`src/rtl/phcf_pkg.sv`:
```
// ----------------------------------------------------------------------------
// phcf_pkg
// Shared constants and item types of the peak-hold channel framer.
// ----------------------------------------------------------------------------
package phcf_pkg;

   localparam int CHANNELS  = 12;
   localparam int CH_AW     = (CHANNELS > 1) ? $clog2(CHANNELS) : 1;
   localparam int POS_W     = $clog2(CHANNELS + 1);
   localparam int HIHAT_CH  = 10;
   localparam int SWITCH_CH = 11;
   localparam bit HAS_HIHAT  = (CHANNELS > HIHAT_CH);
   localparam bit HAS_SWITCH = (CHANNELS > SWITCH_CH);

   localparam logic OP_SAMPLE = 1'b0;
   localparam logic OP_TX     = 1'b1;

   localparam logic [7:0] BYTE_MAX    = 8'd255;
   localparam logic [7:0] BYTE_MARKER = 8'd0;
   localparam logic [7:0] BYTE_MIN    = 8'd1;

   localparam int RSP_DEPTH = 4;
   localparam int RSP_AW    = $clog2(RSP_DEPTH);

   typedef struct packed {
      logic       opcode;
      logic [3:0] channel;
      logic [9:0] sample;
      logic [2:0] switch_pins;
   } req_type;

   typedef struct packed {
      logic [7:0] tx_byte;
      logic       frame_start;
      logic       frame_end;
   } rsp_type;

endpackage

```
`src/rtl/phcf_req_if.sv`:
```
// ----------------------------------------------------------------------------
// phcf_req_if
// Input item channel: valid/ready handshake with a request payload.
// ----------------------------------------------------------------------------
interface phcf_req_if;
   logic              valid;
   logic              ready;
   phcf_pkg::req_type payload;

   modport source (output valid, output payload, input ready);
   modport sink   (input valid, input payload, output ready);
endinterface

```
`src/rtl/phcf_rsp_if.sv`:
```
// ----------------------------------------------------------------------------
// phcf_rsp_if
// Result item channel: valid/ready handshake with a transmit byte payload.
// ----------------------------------------------------------------------------
interface phcf_rsp_if;
   logic              valid;
   logic              ready;
   phcf_pkg::rsp_type payload;

   modport source (output valid, output payload, input ready);
   modport sink   (input valid, input payload, output ready);
endinterface

```
`src/rtl/peak_hold_channel_framer.sv`:
```
// ----------------------------------------------------------------------------
// peak_hold_channel_framer
// Per-channel peak-hold byte store with a serial frame output: a zero
// marker followed by every stored channel byte, each cleared once sent.
// ----------------------------------------------------------------------------
//  channel    direction  role
//  req_chan   in         sample update or transmit-ready item
//  rsp_chan   out        frame byte, one per transmit-ready item
//
//  One item per cycle while req ready is high. The byte store is a memory
//  read at accept and written back in the cycle after; a same-entry
//  follow-up is forwarded. A result passes stage 1 into the 4-entry
//  output queue. Synchronous reset clears valid bits, send position
//  and the queue. req ready drops while the queue plus the in-flight
//  result hold more than two items.
// ----------------------------------------------------------------------------
module peak_hold_channel_framer (
   input logic         clock,
   input logic         reset,
   phcf_req_if.sink    req_chan,
   phcf_rsp_if.source  rsp_chan
);
   import phcf_pkg::*;

   // byte store
   logic [7:0]          mem [CHANNELS];
   logic [CHANNELS-1:0] vld_ff;
   logic [7:0]          rd_data_ff;
   logic                rd_vld_ff;
   logic                fwd_ff;
   logic [7:0]          fwd_data_ff;

   logic [POS_W-1:0]    pos_ff;
   logic [POS_W-1:0]    pos_in;
   logic [POS_W-1:0]    pos_dec;

   // stage 1
   logic                s1_vld_ff;
   logic                s1_tx_ff;
   logic                s1_marker_ff;
   logic                s1_last_ff;
   logic                s1_hihat_ff;
   logic                s1_switch_ff;
   logic [CH_AW-1:0]    s1_addr_ff;
   logic [9:0]          s1_sample_ff;
   logic [2:0]          s1_pins_ff;

   // output queue
   rsp_type             q_ff [RSP_DEPTH];
   logic [RSP_AW-1:0]   q_wr_ff;
   logic [RSP_AW-1:0]   q_rd_ff;
   logic [RSP_AW:0]     q_cnt_ff;
   logic [RSP_AW:0]     q_cnt_in;

   logic                accept;
   logic                is_tx;
   logic                in_range;
   logic [CH_AW-1:0]    rd_addr;
   logic [7:0]          old_byte;
   logic [7:0]          new_byte;
   logic [7:0]          sat_byte;
   logic [7:0]          hh_byte;
   logic                s1_we;
   logic                q_push;
   logic                q_pop;
   rsp_type             s1_rsp;

   assign accept   = req_chan.valid && req_chan.ready;
   assign is_tx    = (req_chan.payload.opcode == OP_TX);
   assign in_range = ({1'b0, req_chan.payload.channel} < 5'(CHANNELS));
   assign pos_dec  = pos_ff - POS_W'(1);
   assign rd_addr  = is_tx ? pos_dec[CH_AW-1:0] : req_chan.payload.channel[CH_AW-1:0];

   // hold intake while queue plus the result in stage 1 could overflow
   assign req_chan.ready = ((q_cnt_ff + (RSP_AW+1)'(s1_vld_ff && s1_tx_ff))
                            <= (RSP_AW+1)'(RSP_DEPTH - 2));

   always_comb begin
      pos_in = pos_ff;
      if (accept && is_tx) begin
         if (pos_ff == '0) begin
            pos_in = POS_W'(1);
         end else if (pos_ff >= POS_W'(CHANNELS)) begin
            pos_in = '0;
         end else begin
            pos_in = pos_ff + POS_W'(1);
         end
      end
   end

   // modify stage
   always_comb begin
      old_byte = fwd_ff ? fwd_data_ff : (rd_vld_ff ? rd_data_ff : 8'd0);
      sat_byte = (s1_sample_ff[9:8] != 2'b00) ? BYTE_MAX : s1_sample_ff[7:0];
      if (sat_byte == 8'd0) begin
         sat_byte = BYTE_MIN;
      end
      hh_byte = s1_sample_ff[9:2];
      if (hh_byte == 8'd0) begin
         hh_byte = BYTE_MIN;
      end
      if (s1_tx_ff) begin
         new_byte = 8'd0;
      end else if (s1_hihat_ff) begin
         new_byte = hh_byte;
      end else if (s1_switch_ff) begin
         new_byte = {4'b0000, ~s1_pins_ff, 1'b1};
      end else begin
         new_byte = (sat_byte > old_byte) ? sat_byte : old_byte;
      end
      s1_we = s1_vld_ff && !s1_marker_ff;

      s1_rsp.tx_byte     = s1_marker_ff ? BYTE_MARKER : old_byte;
      s1_rsp.frame_start = s1_marker_ff;
      s1_rsp.frame_end   = s1_last_ff;
   end

   assign q_push   = s1_vld_ff && s1_tx_ff;
   assign q_pop    = rsp_chan.valid && rsp_chan.ready;
   assign q_cnt_in = q_cnt_ff + (RSP_AW+1)'(q_push) - (RSP_AW+1)'(q_pop);

   assign rsp_chan.valid   = (q_cnt_ff != '0);
   assign rsp_chan.payload = q_ff[q_rd_ff];

   // memory port: registered read, write back from stage 1
   always_ff @(posedge clock) begin
      rd_data_ff <= mem[rd_addr];
      if (s1_we) begin
         mem[s1_addr_ff] <= new_byte;
      end
   end

   always_ff @(posedge clock) begin
      fwd_data_ff <= new_byte;
      rd_vld_ff   <= vld_ff[rd_addr];
      if (q_push) begin
         q_ff[q_wr_ff] <= s1_rsp;
      end
      s1_tx_ff     <= is_tx;
      s1_marker_ff <= is_tx && (pos_ff == '0);
      s1_last_ff   <= is_tx && (pos_ff == POS_W'(CHANNELS));
      s1_hihat_ff  <= HAS_HIHAT && (req_chan.payload.channel == 4'(HIHAT_CH));
      s1_switch_ff <= HAS_SWITCH && (req_chan.payload.channel == 4'(SWITCH_CH));
      s1_addr_ff   <= rd_addr;
      s1_sample_ff <= req_chan.payload.sample;
      s1_pins_ff   <= req_chan.payload.switch_pins;
   end

   always_ff @(posedge clock) begin
      if (reset) begin
         vld_ff    <= '0;
         fwd_ff    <= 1'b0;
         pos_ff    <= '0;
         s1_vld_ff <= 1'b0;
         q_wr_ff   <= '0;
         q_rd_ff   <= '0;
         q_cnt_ff  <= '0;
      end else begin
         if (s1_we) begin
            vld_ff[s1_addr_ff] <= 1'b1;
         end
         // forward the write-back when the next read hits the same entry
         fwd_ff    <= s1_we && (s1_addr_ff == rd_addr);
         pos_ff    <= pos_in;
         s1_vld_ff <= accept && (is_tx || in_range);
         if (q_push) begin
            q_wr_ff <= q_wr_ff + RSP_AW'(1);
         end
         if (q_pop) begin
            q_rd_ff <= q_rd_ff + RSP_AW'(1);
         end
         q_cnt_ff <= q_cnt_in;
      end
   end

endmodule
```
`src/flat_wrapper.sv`:
```
// flat-port wrapper written by rule: the top's interface ports become plain ports
module peak_hold_channel_framer_flat import phcf_pkg::*;
  (clock, reset, req_chan_valid, req_chan_payload, req_chan_ready, rsp_chan_valid, rsp_chan_payload, rsp_chan_ready);
  phcf_req_if req_chan_i ();
  phcf_rsp_if rsp_chan_i ();
  input logic clock;
  input logic reset;
  input wire logic [$bits(req_chan_i.valid)-1:0] req_chan_valid;
  input wire logic [$bits(req_chan_i.payload)-1:0] req_chan_payload;
  output wire logic [$bits(req_chan_i.ready)-1:0] req_chan_ready;
  output wire logic [$bits(rsp_chan_i.valid)-1:0] rsp_chan_valid;
  output wire logic [$bits(rsp_chan_i.payload)-1:0] rsp_chan_payload;
  input wire logic [$bits(rsp_chan_i.ready)-1:0] rsp_chan_ready;
  assign req_chan_i.valid = req_chan_valid;
  assign req_chan_i.payload = req_chan_payload;
  assign req_chan_ready = req_chan_i.ready;
  assign rsp_chan_valid = rsp_chan_i.valid;
  assign rsp_chan_payload = rsp_chan_i.payload;
  assign rsp_chan_i.ready = rsp_chan_ready;
  peak_hold_channel_framer u_core (.clock(clock), .reset(reset), .req_chan(req_chan_i), .rsp_chan(rsp_chan_i));
endmodule
```
`config.mk`:
```
export PLATFORM = sky130hd
export DESIGN_NAME = peak_hold_channel_framer_flat
export DESIGN_NICKNAME = d
export VERILOG_FILES = /design/src/rtl/phcf_pkg.sv /design/src/rtl/phcf_req_if.sv /design/src/rtl/phcf_rsp_if.sv /design/src/rtl/peak_hold_channel_framer.sv /design/src/flat_wrapper.sv
export SDC_FILE = /design/constraint.sdc
export NUM_CORES = 1
export LEC_CHECK = 0
export ABC_CLOCK_PERIOD_IN_PS = 3500
export BUFFER_PORTS_ARGS = -buffer_cell sky130_fd_sc_hd__buf_2
export CAP_MARGIN = 20
export CORE_AREA = 2 2 148 150
export DETAILED_ROUTE_END_ITERATION = 8
export DIE_AREA = 0 0 150 152
export PLACE_DENSITY = 0.5
export SLEW_MARGIN = 20
export SYNTH_ARGS = -nofsm -noshare
export SYNTH_HDL_FRONTEND = slang
export SYNTH_SLANG_ARGS = --single-unit
```
`constraint.sdc`:
```
create_clock -name clock -period 3.5 [get_ports clock]
set_input_delay 0.175 -clock clock [delete_from_list [all_inputs] [get_ports clock]]
set_output_delay 0.175 -clock clock [all_outputs]
set_load 0.02 [all_outputs]
```
==> impl_metrics.tcl <==
set metrics [dict create \
    outcome "finished, final reports clean" \
    syn-cell-area_sq_um 8140 \
    p_leak_nw 3.53 \
    post-cts-setup-buffers 0 \
    cts.root.buffer_cell "clkbuf_16" \
    dpl.cell_count 912 \
    yosys.area_share.xor_xnor 0.00968 \
    timing.hold.ws_ps 124 \
    cts_made_buffers 22 \
    power.total_mw 6.04 \
    async_flop_share 0 \
    via_per_inst 5.26 \
    cts_resized 0 \
    hold_path_class "in -> reg" \
    die_area_sq_um 22800 \
    placementRows 54 \
    clockBufferDepth 3 \
    crit_slowest_cell "nor2b_1" \
    finalCritPeriodShare 0.906 \
    cts_sinks 202 \
    routed_wl_mm 19.6 \
    synth-seq-cells 202 \
    worst-path-buf-inv 0 \
    grt_usage 0.176 \
    post_synth.cell_area_avg_sq_um 13.3 \
    synth_nets 652 \
    tritoncts "built" \
    nFillCells 1951 \
    crit_path_max_fanout 13 \
    firstDrtPassIters 4 \
    grt-ovfl-total 0 \
    drc_errors 0 \
    dpl_cell_area_sq_um 8690 \
    core_sq_um 21400 \
    drive_gt1_frac 0.168 \
    maxSlewViolCount 0 \
    ioPinCount 34 \
    yosys.area_share.adder 0.0277 \
    finalSetupTns_ps 0 \
    yosys-mux-area-fraction 0.0455 \
    skew_ps 12.0 \
    cp.required_ps 3680 \
    cts.clk_slew.worst_paths_ps 60 \
    worst_pin_slew_ps 658 \
    start_util 0.381 \
    worstSetupEndpointType "flip-flop" \
    htreeDepth 1 \
    die_h_microns 152 \
    detailed_place_hpwl_mm 12.7 \
    fin_ws_ps 330 \
    multiInputGateArea_sq_um 2510 \
    register_area_sq_um 5410 \
    syn_inst 612 \
    finalSetupViolations 0 \
    grt_pass1_vias 5257 \
    cpPeakStageDelay_ps 470 \
    synth_top_cell_by_area "edfxtp_1" \
    synthFlopType "edfxtp_1" \
    fmax_ghz 0.315 \
    synth_edf_count 136 \
    final_cells 973 \
    grt_max_degree 44 \
    p_per_area_nw_per_um2 626 \
    yosys.area.top_type_share 0.502 \
    synthTopCellsByArea "edfxtp_1 50%, dfxtp_1 16%, mux4_2 3.0%, ha_1 2.8%, a211oi_1 2.7%" \
    layout-area-overhead-vs-synth_pct 18.4 \
    clock_latency_ps 500 \
    cp.arrival_ps 3350 \
    die_w_microns 150 \
    routabilityCongestion 0.870 \
    wl_per_cell_microns 20.2 \
    path_delay_family "simple AND/OR/NAND/NOR gates" \
    min_period_ps 3170 \
    antenna_found_initial 0 \
    final_nets 716 \
    ir_drop_v 0.000261 \
    seq_area_frac_synth 0.664 \
    cp_cell_sequence "nor2b_1 -> a22oi_1 -> ha_1 -> nand4_1 -> nor2_1 -> a211o_1 -> nand3_1 -> a32o_1" \
    place_ws_ps 368 \
    rsz0062_at_grt "false" \
    yosys_warnings 0 \
    grt_pass1_wl_mm 30.5 \
    portBuffers 33 \
    finalHoldViolations 0 \
    maxCapViolCount 0 \
    drt_iter0_markers 336 \
    worst-setup-path-type "reg -> reg" \
    fin_util 0.452 \
    max_slew_margin 0.552 \
    ys_types 51 \
    synth_compound_area_frac 0.106 \
    design_area_sq_um 9640 \
    synth_top_family_by_area "simple AND/OR/NAND/NOR gates" \
    synth-simple-area-share 0.117 \
    vias 5121 \
    critPathLaunchType "flip-flop" \
    final_antenna_net_count 0 \
]
cell families (layout without fill, tap and decap cells):
family	after synthesis	count (layout)
mux	22	22
other cells	0	1
xor+xnor	9	9
buf+inv	52	132
flops	202	202
simple gates	194	194
fa+ha+maj	18	18
compound gates	115	115
worst reg2reg max path: cells and delay by family, from the launching register on:
kind                       cells  cell delay, ps
and+or+nand+nor                4            1050
DFF                            1             410
adders and majority gates      1             370
AOI/OAI and AO/OA              3            1010
layer usage:
metal	routed length, microns	part of all wire	GRT usage	up-vias
li1	-	-	-	2456
met1	8270	0.42	0.224	2532
met2	10300	0.52	0.308	103
met3	674	0.034	0.0252	30
met4	375	0.019	0.0508	0
met5	0	0	0	-
power by group:
part           switching [mW]  leakage [nW]  internal, mW
Combinational           0.538          1.37         0.350
Sequential              0.112          1.78          2.70
Clock                   0.890         0.370          1.45
layout make-up:
type / instances / area share
clock inverter: 5 / 0.00532
sequential: 202 / 0.561
multi-input combinational: 358 / 0.261
timing repair buffer: 74 / 0.0568
tap: 280 / 0.0363
inverter: 18 / 0.00701
antenna: 1 / 0.000260
clock buffer: 35 / 0.0728
synth_stat cells (2+ instances only):
library cell / number
buf_6: 5
a21oi_1: 16
a311oi_1: 10
nor2b_1: 5
a21o_1: 3
inv_2: 3
o21ba_2: 5
clkbuf_1: 21
a211o_1: 10
inv_1: 15
o21ai_0: 6
nand2_1: 46
edfxtp_1: 136
a31oi_1: 11
nand2b_1: 5
xnor2_1: 6
a211oi_1: 29
ha_1: 18
o211ai_1: 3
nand4_1: 9
nand3_1: 6
buf_2: 6
a22oi_1: 7
nor2_1: 56
and3_1: 34
a32o_1: 3
nor3_1: 13
or3_1: 8
a2111oi_0: 8
xor2_1: 3
mux2i_1: 10
dfxtp_1: 66
and2_1: 2
mux4_2: 11
final timing paths:
check | cells past startpoint | start | slack [ps] | to
min reg2reg | 2 | u_core.vld_ff[2] | 460 | u_core.vld_ff[2]
min | 2 | reset | 120 | u_core.vld_ff[11]
max reg2reg | 8 | u_core.fwd_ff | 330 | u_core.mem[11][4]
max | 8 | u_core.fwd_ff | 330 | u_core.mem[11][4]
placed cells by master, fill, tap and decap left out, types with 11 or more instances in the layout:
master,count
inv_1,15
a31oi_1,11
and3_1,34
nor2_1,56
buf_4,19
edfxtp_1,136
mux4_2,11
a211oi_1,29
clkbuf_16,24
dlygate4sd3_1,20
dfxtp_1,66
nand2_1,46
ha_1,18
a21oi_1,16
buf_2,33
registers in the layout (all words and copies together) (netlist names), 2 cells and up, named ones only:
signal,count
u_core.mem,96
u_core.s1_sample_ff,10
u_core.q_wr_ff,2
u_core.s1_addr_ff,4
u_core.pos_ff,4
u_core.rd_data_ff,8
u_core.q_ff,40
u_core.vld_ff,12
u_core.q_cnt_ff,3
u_core.fwd_data_ff,8
u_core.s1_pins_ff,3
u_core.q_rd_ff,2
repair_timing:
item                                   in CTS  in global routing
endpoints found under the hold margin      18                  0
hold buffers                               20                  0
setup endpoints to repair                   0                  0
Note: power is estimated with default switching activity, not from simulation.
